### src/hdl/pnsd_pkg.sv
// ----------------------------------------------------------------------------
// pnsd_pkg: shared types and constants for the packed name string decoder
// Holds the result record, mode codes, register indexes and reset values.
// ----------------------------------------------------------------------------
package pnsd_pkg;

  // Results one input byte can cause at most
  localparam int unsigned MAX_RES   = 3;
  localparam int unsigned RES_CNT_W = 2;

  // Decode modes carried with every byte
  localparam logic [1:0] MODE_LOWER5   = 2'd0;
  localparam logic [1:0] MODE_MIXED6   = 2'd1;
  localparam logic [1:0] MODE_FIRST_UP = 2'd2;
  localparam logic [1:0] MODE_ESC_UP   = 2'd3;

  // Configuration register indexes
  localparam int unsigned CFG_IDX_W = 1;
  localparam logic [CFG_IDX_W-1:0] CFG_SPECIAL_ONE = 1'd0;
  localparam logic [CFG_IDX_W-1:0] CFG_SPECIAL_TWO = 1'd1;

  // Register reset values ('.' and '_')
  localparam logic [7:0] SPECIAL_ONE_RST = 8'd46;
  localparam logic [7:0] SPECIAL_TWO_RST = 8'd95;

  // One result record
  typedef struct packed {
    logic [7:0] character;
    logic       has_char;
    logic       end_of_string;
    logic       bad_code;
  } result_t;

endpackage

### src/hdl/pnsd_decode.sv
// ----------------------------------------------------------------------------
// pnsd_decode: code extraction and character decode for one byte
// Holds the per-string state and turns the registered byte into up to three
// result records in a single combinational pass.
// ----------------------------------------------------------------------------
module pnsd_decode (
  input  logic                                  clk,
  input  logic                                  rst_n,
  input  logic                                  fire,
  input  logic [7:0]                            data_byte,
  input  logic [1:0]                            mode,
  input  logic                                  last_byte,
  input  logic [7:0]                            special_one,
  input  logic [7:0]                            special_two,
  output pnsd_pkg::result_t [pnsd_pkg::MAX_RES-1:0] res,
  output logic [pnsd_pkg::RES_CNT_W-1:0]        res_cnt
);

  localparam logic [7:0] CH_LOWER_A = 8'd97;
  localparam logic [7:0] CH_LOWER_Z = 8'd122;
  localparam logic [7:0] CH_UPPER_A = 8'd65;
  localparam logic [7:0] CH_DIGIT_0 = 8'd48;
  localparam logic [7:0] CH_DOT     = 8'd46;
  localparam logic [7:0] CH_UNDER   = 8'd95;
  localparam logic [7:0] CH_DOLLAR  = 8'd36;
  localparam logic [7:0] CH_BAR     = 8'd124;
  localparam logic [7:0] CASE_DIFF  = 8'd32;

  typedef struct packed {
    logic       ok;
    logic [7:0] ch;
  } dec_t;

  // Map one code to its character under the given mode
  function automatic dec_t decode_char(input logic [5:0] code, input logic [1:0] md,
                                       input logic [7:0] s1, input logic [7:0] s2);
    dec_t d;
    d.ok = 1'b1;
    d.ch = '0;
    if (code <= 6'd25) begin
      d.ch = 8'(code) + CH_LOWER_A;
    end else if (md == pnsd_pkg::MODE_MIXED6) begin
      if (code <= 6'd51) begin
        d.ch = 8'(code - 6'd26) + CH_UPPER_A;
      end else if (code <= 6'd61) begin
        d.ch = 8'(code - 6'd52) + CH_DIGIT_0;
      end else if (code == 6'd62) begin
        d.ch = s1;
      end else begin
        d.ch = s2;
      end
    end else begin
      unique case (code)
        6'd26:   d.ch = CH_DOT;
        6'd27:   d.ch = CH_UNDER;
        6'd28:   d.ch = CH_DOLLAR;
        6'd29:   d.ch = CH_BAR;
        default: d.ok = 1'b0;
      endcase
    end
    return d;
  endfunction

  function automatic logic [7:0] upcase(input logic [7:0] c);
    logic [7:0] u;
    u = c;
    if (c >= CH_LOWER_A && c <= CH_LOWER_Z) begin
      u = c - CASE_DIFF;
    end
    return u;
  endfunction

  // String state
  logic [4:0] rem_r;
  logic [2:0] cnt_r;
  logic [5:0] held_r;
  logic       held_vld_r;
  logic       strip_r;
  logic       at_start_r;
  logic       first_pend_r;
  logic       esc_pend_r;
  logic       discard_r;

  // Extraction signals
  logic [12:0] buf_w;
  logic [3:0]  n_bits;
  logic [3:0]  width;
  logic [3:0]  two_width;
  logic [12:0] mask13;
  logic        k1;
  logic        k2;
  logic [3:0]  sh1;
  logic [3:0]  sh2;
  logic [3:0]  rest;
  logic [5:0]  code1;
  logic [5:0]  code2;
  logic [5:0]  held_nxt;
  logic [4:0]  rem_nxt;
  logic        strip_nxt;

  // Release signals
  logic [pnsd_pkg::MAX_RES-1:0] slot_vld;
  logic [5:0]                   slot_code [pnsd_pkg::MAX_RES];
  logic                         failed;
  logic                         esc_nxt;
  logic                         first_nxt;
  dec_t                         dc;
  logic [pnsd_pkg::RES_CNT_W-1:0] n_res;

  // Line up the held bits and the new byte, then cut out up to two codes
  always_comb begin
    if (at_start_r) begin
      buf_w  = {6'd0, data_byte[6:0]};
      n_bits = 4'd7;
    end else begin
      buf_w  = {rem_r, data_byte};
      n_bits = 4'(cnt_r) + 4'd8;
    end
    width     = (mode == pnsd_pkg::MODE_MIXED6) ? 4'd6 : 4'd5;
    two_width = width << 1;
    mask13    = (mode == pnsd_pkg::MODE_MIXED6) ? 13'h3F : 13'h1F;
    k1        = n_bits >= width;
    k2        = n_bits >= two_width;
    sh1       = n_bits - width;
    sh2       = n_bits - two_width;
    code1     = 6'((buf_w >> sh1) & mask13);
    code2     = 6'((buf_w >> sh2) & mask13);
    if (k2) begin
      rest = sh2;
    end else if (k1) begin
      rest = sh1;
    end else begin
      rest = n_bits;
    end
    rem_nxt   = 5'(buf_w & ((13'd1 << rest) - 13'd1));
    held_nxt  = k2 ? code2 : (k1 ? code1 : held_r);
    strip_nxt = at_start_r ? data_byte[7] : strip_r;
  end

  // Release the held code, the first new code, and at the end the last one
  always_comb begin
    slot_vld[0]  = !discard_r && held_vld_r && k1;
    slot_code[0] = held_r;
    slot_vld[1]  = !discard_r && k2;
    slot_code[1] = code1;
    slot_vld[2]  = !discard_r && last_byte && !strip_nxt && (held_vld_r || k1);
    slot_code[2] = held_nxt;
  end

  // Decode released codes in order, tracking escape and first-letter flags
  always_comb begin
    res       = '0;
    n_res     = '0;
    failed    = 1'b0;
    esc_nxt   = esc_pend_r;
    first_nxt = first_pend_r;
    dc        = '0;
    for (int j = 0; j < int'(pnsd_pkg::MAX_RES); j++) begin
      if (slot_vld[j] && !failed) begin
        dc = decode_char(slot_code[j], mode, special_one, special_two);
        if (!dc.ok) begin
          res[n_res].end_of_string = 1'b1;
          res[n_res].bad_code      = 1'b1;
          n_res  = n_res + 2'd1;
          failed = 1'b1;
        end else begin
          if (esc_nxt) begin
            esc_nxt = 1'b0;
            res[n_res].character = upcase(dc.ch);
            res[n_res].has_char  = 1'b1;
            n_res = n_res + 2'd1;
          end else if (mode == pnsd_pkg::MODE_ESC_UP && dc.ch == CH_BAR) begin
            esc_nxt = 1'b1;
          end else if (mode == pnsd_pkg::MODE_FIRST_UP && first_nxt) begin
            res[n_res].character = upcase(dc.ch);
            res[n_res].has_char  = 1'b1;
            n_res = n_res + 2'd1;
          end else begin
            res[n_res].character = dc.ch;
            res[n_res].has_char  = 1'b1;
            n_res = n_res + 2'd1;
          end
          first_nxt = 1'b0;
        end
      end
    end
    // Mark the end of the string, or add an empty end record
    if (last_byte && !discard_r && !failed) begin
      if (n_res != '0) begin
        res[n_res - 2'd1].end_of_string = 1'b1;
      end else begin
        res[0].end_of_string = 1'b1;
        n_res = 2'd1;
      end
    end
  end

  assign res_cnt = n_res;

  // Advance the string state once per decoded byte
  always_ff @(posedge clk) begin
    if (!rst_n || (fire && last_byte)) begin
      rem_r        <= '0;
      cnt_r        <= '0;
      held_r       <= '0;
      held_vld_r   <= 1'b0;
      strip_r      <= 1'b0;
      at_start_r   <= 1'b1;
      first_pend_r <= 1'b1;
      esc_pend_r   <= 1'b0;
      discard_r    <= 1'b0;
    end else if (fire && !discard_r) begin
      if (failed) begin
        discard_r <= 1'b1;
      end else begin
        rem_r        <= rem_nxt;
        cnt_r        <= 3'(rest);
        held_r       <= held_nxt;
        held_vld_r   <= held_vld_r || k1;
        strip_r      <= strip_nxt;
        at_start_r   <= 1'b0;
        first_pend_r <= first_nxt;
        esc_pend_r   <= esc_nxt;
      end
    end
  end

endmodule

### src/hdl/pnsd_burst.sv
// ----------------------------------------------------------------------------
// pnsd_burst: result buffer and output register
// Takes the up to three records of one byte at once and hands them to the
// output register one per cycle while the output is not stalled.
// ----------------------------------------------------------------------------
module pnsd_burst (
  input  logic                                  clk,
  input  logic                                  rst_n,
  input  logic                                  load,
  input  pnsd_pkg::result_t [pnsd_pkg::MAX_RES-1:0] load_res,
  input  logic [pnsd_pkg::RES_CNT_W-1:0]        load_cnt,
  output logic                                  free,
  output logic                                  out_valid,
  input  logic                                  out_ready,
  output pnsd_pkg::result_t                     out_res
);

  pnsd_pkg::result_t [pnsd_pkg::MAX_RES-1:0] slot_r;
  logic [pnsd_pkg::RES_CNT_W-1:0]            cnt_r;
  pnsd_pkg::result_t                         out_r;
  logic                                      out_valid_r;
  logic                                      emit;

  assign emit = (cnt_r != '0) && (!out_valid_r || out_ready);
  assign free = (cnt_r == '0) || (cnt_r == 2'd1 && emit);

  // Hold the records of one byte; shift down as each one leaves
  always_ff @(posedge clk) begin
    if (!rst_n) begin
      cnt_r <= '0;
    end else if (load) begin
      cnt_r <= load_cnt;
    end else if (emit) begin
      cnt_r <= cnt_r - 2'd1;
    end
  end

  always_ff @(posedge clk) begin
    if (load) begin
      slot_r <= load_res;
    end else if (emit) begin
      for (int j = 0; j < int'(pnsd_pkg::MAX_RES) - 1; j++) begin
        slot_r[j] <= slot_r[j+1];
      end
    end
  end

  // Output register
  always_ff @(posedge clk) begin
    if (!rst_n) begin
      out_valid_r <= 1'b0;
    end else if (emit) begin
      out_valid_r <= 1'b1;
    end else if (out_ready) begin
      out_valid_r <= 1'b0;
    end
  end

  always_ff @(posedge clk) begin
    if (emit) begin
      out_r <= slot_r[0];
    end
  end

  assign out_valid = out_valid_r;
  assign out_res   = out_r;

  a_load_when_free: assert property (@(posedge clk) disable iff (!rst_n)
    load |-> free)
    else $error("burst loaded while records still pending");

  a_emit_fills_out: assert property (@(posedge clk) disable iff (!rst_n)
    emit |=> out_valid_r)
    else $error("emitted record did not reach output register");

endmodule

### src/hdl/packed_name_string_decoder_unit.sv
// ----------------------------------------------------------------------------
// packed_name_string_decoder_unit: packed name string to ASCII decoder
// Input register, single-pass decode, result buffer and output register.
// ----------------------------------------------------------------------------
// A byte is taken into the input register, decoded combinationally into zero to
// three result records that load the result buffer, and those records leave
// through the output register one per cycle unless out_ready stalls them. Bytes
// that cause no result pass at one per cycle while the buffer is empty; else the
// next byte waits until the buffer emits its last record, as the output port is
// single-record. A byte causes up to three records, three only on a final byte.
// The user must write special_one and special_two through the cfg port (index 0
// and 1) only while no request is in flight; the block does not enforce this.
module packed_name_string_decoder_unit (
  input  logic                           clk,
  input  logic                           rst_n,
  input  logic                           in_valid,
  output logic                           in_ready,
  input  logic [7:0]                     in_data_byte,
  input  logic [1:0]                     in_mode,
  input  logic                           in_last_byte,
  output logic                           out_valid,
  input  logic                           out_ready,
  output logic [7:0]                     out_character,
  output logic                           out_has_char,
  output logic                           out_end_of_string,
  output logic                           out_bad_code,
  input  logic                           cfg_valid,
  output logic                           cfg_ready,
  input  logic [pnsd_pkg::CFG_IDX_W-1:0] cfg_index,
  input  logic [7:0]                     cfg_data
);

  logic       in_valid_r;
  logic [7:0] byte_r;
  logic [1:0] mode_r;
  logic       last_r;
  logic [7:0] special_one_r;
  logic [7:0] special_two_r;
  logic       in_accept;
  logic       dec_fire;
  logic       burst_free;

  pnsd_pkg::result_t [pnsd_pkg::MAX_RES-1:0] dec_res;
  logic [pnsd_pkg::RES_CNT_W-1:0]            dec_cnt;
  pnsd_pkg::result_t                         out_res;

  assign dec_fire  = in_valid_r && burst_free;
  assign in_ready  = !in_valid_r || dec_fire;
  assign in_accept = in_valid && in_ready;
  assign cfg_ready = 1'b1;

  // Configuration registers
  always_ff @(posedge clk) begin
    if (!rst_n) begin
      special_one_r <= pnsd_pkg::SPECIAL_ONE_RST;
      special_two_r <= pnsd_pkg::SPECIAL_TWO_RST;
    end else if (cfg_valid && cfg_ready) begin
      unique case (cfg_index)
        pnsd_pkg::CFG_SPECIAL_ONE: special_one_r <= cfg_data;
        pnsd_pkg::CFG_SPECIAL_TWO: special_two_r <= cfg_data;
        default: ;
      endcase
    end
  end

  // Input register: hold the request until the decoder takes it
  always_ff @(posedge clk) begin
    if (!rst_n) begin
      in_valid_r <= 1'b0;
    end else if (in_accept) begin
      in_valid_r <= 1'b1;
    end else if (dec_fire) begin
      in_valid_r <= 1'b0;
    end
  end

  always_ff @(posedge clk) begin
    if (in_accept) begin
      byte_r <= in_data_byte;
      mode_r <= in_mode;
      last_r <= in_last_byte;
    end
  end

  pnsd_decode u_decode (
    .clk         (clk),
    .rst_n       (rst_n),
    .fire        (dec_fire),
    .data_byte   (byte_r),
    .mode        (mode_r),
    .last_byte   (last_r),
    .special_one (special_one_r),
    .special_two (special_two_r),
    .res         (dec_res),
    .res_cnt     (dec_cnt)
  );

  pnsd_burst u_burst (
    .clk       (clk),
    .rst_n     (rst_n),
    .load      (dec_fire),
    .load_res  (dec_res),
    .load_cnt  (dec_cnt),
    .free      (burst_free),
    .out_valid (out_valid),
    .out_ready (out_ready),
    .out_res   (out_res)
  );

  assign out_character     = out_res.character;
  assign out_has_char      = out_res.has_char;
  assign out_end_of_string = out_res.end_of_string;
  assign out_bad_code      = out_res.bad_code;

  a_bad_ends_string: assert property (@(posedge clk) disable iff (!rst_n)
    out_valid && out_bad_code |-> out_end_of_string && !out_has_char)
    else $error("bad code record without end of string");

  a_empty_is_end: assert property (@(posedge clk) disable iff (!rst_n)
    out_valid && !out_has_char |-> out_end_of_string && out_character == 8'd0)
    else $error("record without character is not a clean end marker");

  a_request_kept: assert property (@(posedge clk) disable iff (!rst_n)
    in_valid_r && !dec_fire |=> in_valid_r && $stable(byte_r))
    else $error("stalled request dropped from input register");

endmodule

### config.mk
export PLATFORM = sky130hd
export DESIGN_NAME = packed_name_string_decoder_unit
export DESIGN_NICKNAME = d
export VERILOG_FILES = /design/src/hdl/pnsd_pkg.sv /design/src/hdl/pnsd_decode.sv /design/src/hdl/pnsd_burst.sv /design/src/hdl/packed_name_string_decoder_unit.sv
export SDC_FILE = /design/constraint.sdc
export NUM_CORES = 1
export LEC_CHECK = 0
export ABC_AREA = 1
export BUFFER_PORTS_ARGS = -buffer_cell sky130_fd_sc_hd__buf_2
export CORE_UTILIZATION = 40
export DETAILED_ROUTE_END_ITERATION = 6
export GPL_TIMING_DRIVEN = 0
export PLACE_DENSITY = 0.65
export REMOVE_ABC_BUFFERS = 1
export SYNTH_ARGS = -nofsm -noshare
export SYNTH_HDL_FRONTEND = slang
export SYNTH_SLANG_ARGS = --single-unit
export TNS_END_PERCENT = 5
### constraint.sdc
create_clock -name clk -period 7.1 [get_ports clk]
set_input_delay 0.355 -clock clk [delete_from_list [all_inputs] [get_ports clk]]
set_output_delay 0.355 -clock clk [all_outputs]
set_load 0.02 [all_outputs]
==> metrics.yaml <==
outcome:
  outcome: "completed"
logic_synthesis:
  ys_async_sr_fraction_pct: 0
  synth.avg_cell_area_um2: 6.43
  ys_types: 55
  synth_compound_area_share_pct: 15.7
  synth_area_mm2: 0.00931
  yosys_warnings: 0
  synth-edff-count: 55
  synth-seq-area-share_pct: 26.3
  synth-simple-area-share_pct: 38.1
  ys_seq_elements: 95
  synth_ff_type: "edfxtp_1"
  synthAdderAreaFrac_pct: 7.42
  synth_top_family_by_area: "simple AND/OR/NAND/NOR gates"
  synthCells: 1449
  synthXorXnorAreaFrac_pct: 1.79
  synth_mux_area_share_pct: 0.107
detailed_routing:
  dr.pass1.iters: 5
  drc: 0
  num_vias: 9515
  drtIter0Drc: 708
  antenna_left: 0
  viasPerCell: 5.39
  wirelength_mm: 27.4
  route.detailed.wl_per_inst_um: 15.5
setup_path:
  r2r_cells: 37
  critPathMostFrequentCell: "inv_1"
  cp.depth: 37
  crit_buf_inv: 9
  cp.required_ns: 7.22
  cpPeakStageDelay_ns: 0.68
  critPathArrivalTime_ns: 6.70
  critPathTopFamily: "simple AND/OR/NAND/NOR gates"
  slowest_stage: "fa_2"
  timing.rr.end: "u_burst.slot_r[21]"
  crit_path_end_kind: "flop"
  start_kind: "flop"
  critical_path_class: "reg -> reg"
  worstReg2RegStart: "mode_r[1]"
  cp_max_fo: 22
  regToRegSetupSlack_ns: 0.52
global_routing:
  grt_pass1_wl_mm: 43.9
  grt_max_degree: 38
  grt_pass1_vias: 8673
  overflow: 0
  grtUsageTotal_pct: 23.2
  antenna_found_initial: 0
floorplanning:
  start_util_pct: 41.0
  die_w_um: 155
  core_area_mm2: 0.0227
  fp-row-count: 55
  die_h_um: 155
  design.die.area_mm2: 0.0239
  ioPinCount: 39
clock_tree:
  cts_buffer_depth: 2
  cts_tree: "yes"
  cts_root_buf: "clkbuf_16"
  clk_pin_slew_ns: 0.07
  clock_latency_ns: 0.36
  h-tree-depth: 3
  cts_buffers: 9
  cts.sinks: 95
sta:
  final.min_clock_period_ns: 6.58
  period_share_pct: 92.7
  fin_skew_ns: 0.00937
  max_freq_ghz: 0.152
  rsz0062_at_grt: "false"
  tns_ns: 0
  drv_slew: 0
  max_slew.worst_pin.slew_ns: 1.18
  hold_viol_final: 0
  slew_headroom_pct: 21.2
  setup_viol: 0
worst_hold_path:
  holdPathStages: 1
  holdPathEnd: "byte_r[1]"
  min_path_type: "in -> reg"
  hp-start: "in_data_byte[1]"
cells_and_area:
  areaGrowthSynthToFinish_pct: 8.59
  mostFrequentLayoutCells: "nand2_1, inv_1, nand3_1"
  stdcell_area_mm2: 0.0101
  antenna_cells: 0
  drive_gt1_share_pct: 11.2
  fillers: 2400
  num-nets-final: 1553
  mostFrequentLayoutCell: "nand2_1"
place:
  placed_area_mm2: 0.00960
  hpwlAfterDp_mm: 20.9
  gp_congestion: 0.949
  io_buffers: 37
flow_run:
  cap_violations: 0
==> metal layers <==
layer / GRT usage [%] / part of all wire, % / vias to the layer above
met5: 0 / 0 / -
met4: 9.76 / 3.4 / 0
met3: 3.84 / 5.5 / 54
met2: 37.5 / 45 / 296
met1: 30.7 / 46 / 4324
li1: - / - / 4841
==> layout make-up <==
type	instances	area, um^2	area share [%]
Inverter	188	727	7.19
Sequential cell	95	2450	24.3
Multi-Input combinational cell	1124	5940	58.7
Clock inverter	5	56.3	0.557
Tap cell	285	357	3.53
Timing Repair inverter	2	12.5	0.124
Timing Repair Buffer	54	313	3.09
Clock buffer	11	254	2.51
==> cells in the mapped netlist, types with 3 or more instances <==
cell | instances | share of area (%)
o21ai_0 | 91 | 4.9
buf_6 | 9 | 1.1
o21ai_1 | 19 | 1.0
ha_1 | 52 | 7.0
a21oi_1 | 81 | 4.4
dfxtp_1 | 40 | 8.6
buf_2 | 10 | 0.54
nor2_2 | 12 | 0.81
nor2_1 | 132 | 5.3
or2_2 | 5 | 0.34
inv_1 | 175 | 7.1
xor2_1 | 13 | 1.2
nand3b_1 | 4 | 0.32
edfxtp_1 | 55 | 18
nor3_1 | 12 | 0.65
a211oi_1 | 8 | 0.65
nand2_4 | 6 | 0.73
o211ai_1 | 27 | 2.2
inv_2 | 9 | 0.36
nor2_4 | 5 | 0.60
nand4_1 | 14 | 0.94
o21a_1 | 4 | 0.32
xnor2_1 | 6 | 0.56
nand2_1 | 407 | 16
clkbuf_1 | 15 | 0.60
nand2_2 | 18 | 1.2
a22oi_1 | 3 | 0.24
a31oi_1 | 5 | 0.34
buf_4 | 7 | 0.56
nand3_4 | 3 | 0.56
nand3_1 | 160 | 8.6
o2111ai_1 | 4 | 0.38
nand3_2 | 11 | 1.2
==> per-stage QoR <==
stage               hold slack (ns)  std cells  util, %  worst slack, ns
finish                        0.166       1764     44.5            0.520
global route                  0.154       1764     44.5          0.00918
CTS                           0.159       1752     43.9            0.102
detailed placement            0.405       1729     42.3           -0.777
global placement              0.402       1729     42.2           -0.822
floorplan                     0.400       1407        -             1.07
==> kinds of logic (layout without fill, tap and decap cells) <==
logic type,Yosys count,in the layout
AOI/OAI and AO/OA,257,257
xor gates and xnor gates,19,19
adders and majority gates,54,54
buffers and inverters,230,260
DFF,95,95
muxes,1,1
other,1,1
and+or+nand+nor,792,792
==> worst max-delay path by stage <==
stage              start  slack (ns)            endpoint
3_5_place_dp   mode_r[1]       -0.78  u_burst.slot_r[21]
3_3_place_gp   mode_r[1]       -0.82  u_burst.slot_r[21]
4_1_cts        mode_r[1]        0.10  u_burst.slot_r[19]
2_1_floorplan  mode_r[1]        1.07  u_burst.slot_r[19]
6_report       mode_r[1]        0.52  u_burst.slot_r[21]
5_1_grt        mode_r[1]       0.009  u_burst.slot_r[19]
==> worst register-to-register path, delay by kind of cell, from the launching register on <==
| family | cells | cell delay (ns) |
|---|---|---|
| adders and majority gates | 5 | 1.75 |
| AOI/OAI and AO/OA | 5 | 0.69 |
| muxes | 1 | 0.13 |
| buffers and inverters | 9 | 1.06 |
| and+or+nand+nor | 17 | 2.23 |
| DFF | 1 | 0.48 |
==> flip-flops by register name, indices dropped and copies added (netlist names) <==
register,count
u_decode.at_start_r,1
u_burst.out_valid,1
u_decode.rem_r,5
in_valid_r,1
u_burst.cnt_r,2
u_decode.held_r,6
u_decode.discard_r,1
u_decode.held_vld_r,1
special_one_r,8
u_decode.strip_r,1
last_r,1
mode_r,2
u_burst.slot_r,33
u_burst.out_res,11
byte_r,8
u_decode.cnt_r,3
u_decode.first_pend_r,1
u_decode.esc_pend_r,1
special_two_r,8
==> repair_timing <==
action,4_1_cts,5_1_grt
cloned,0,2
gates resized for setup,3,19
endpoints found under the setup margin,35,31
setup buffers,7,10
pin swaps,1,1
hold buffers,0,0
Power is left out: the tool's default activity adds up to more than one toggle a clock period on the data nets, which glitch-free logic cannot reach.
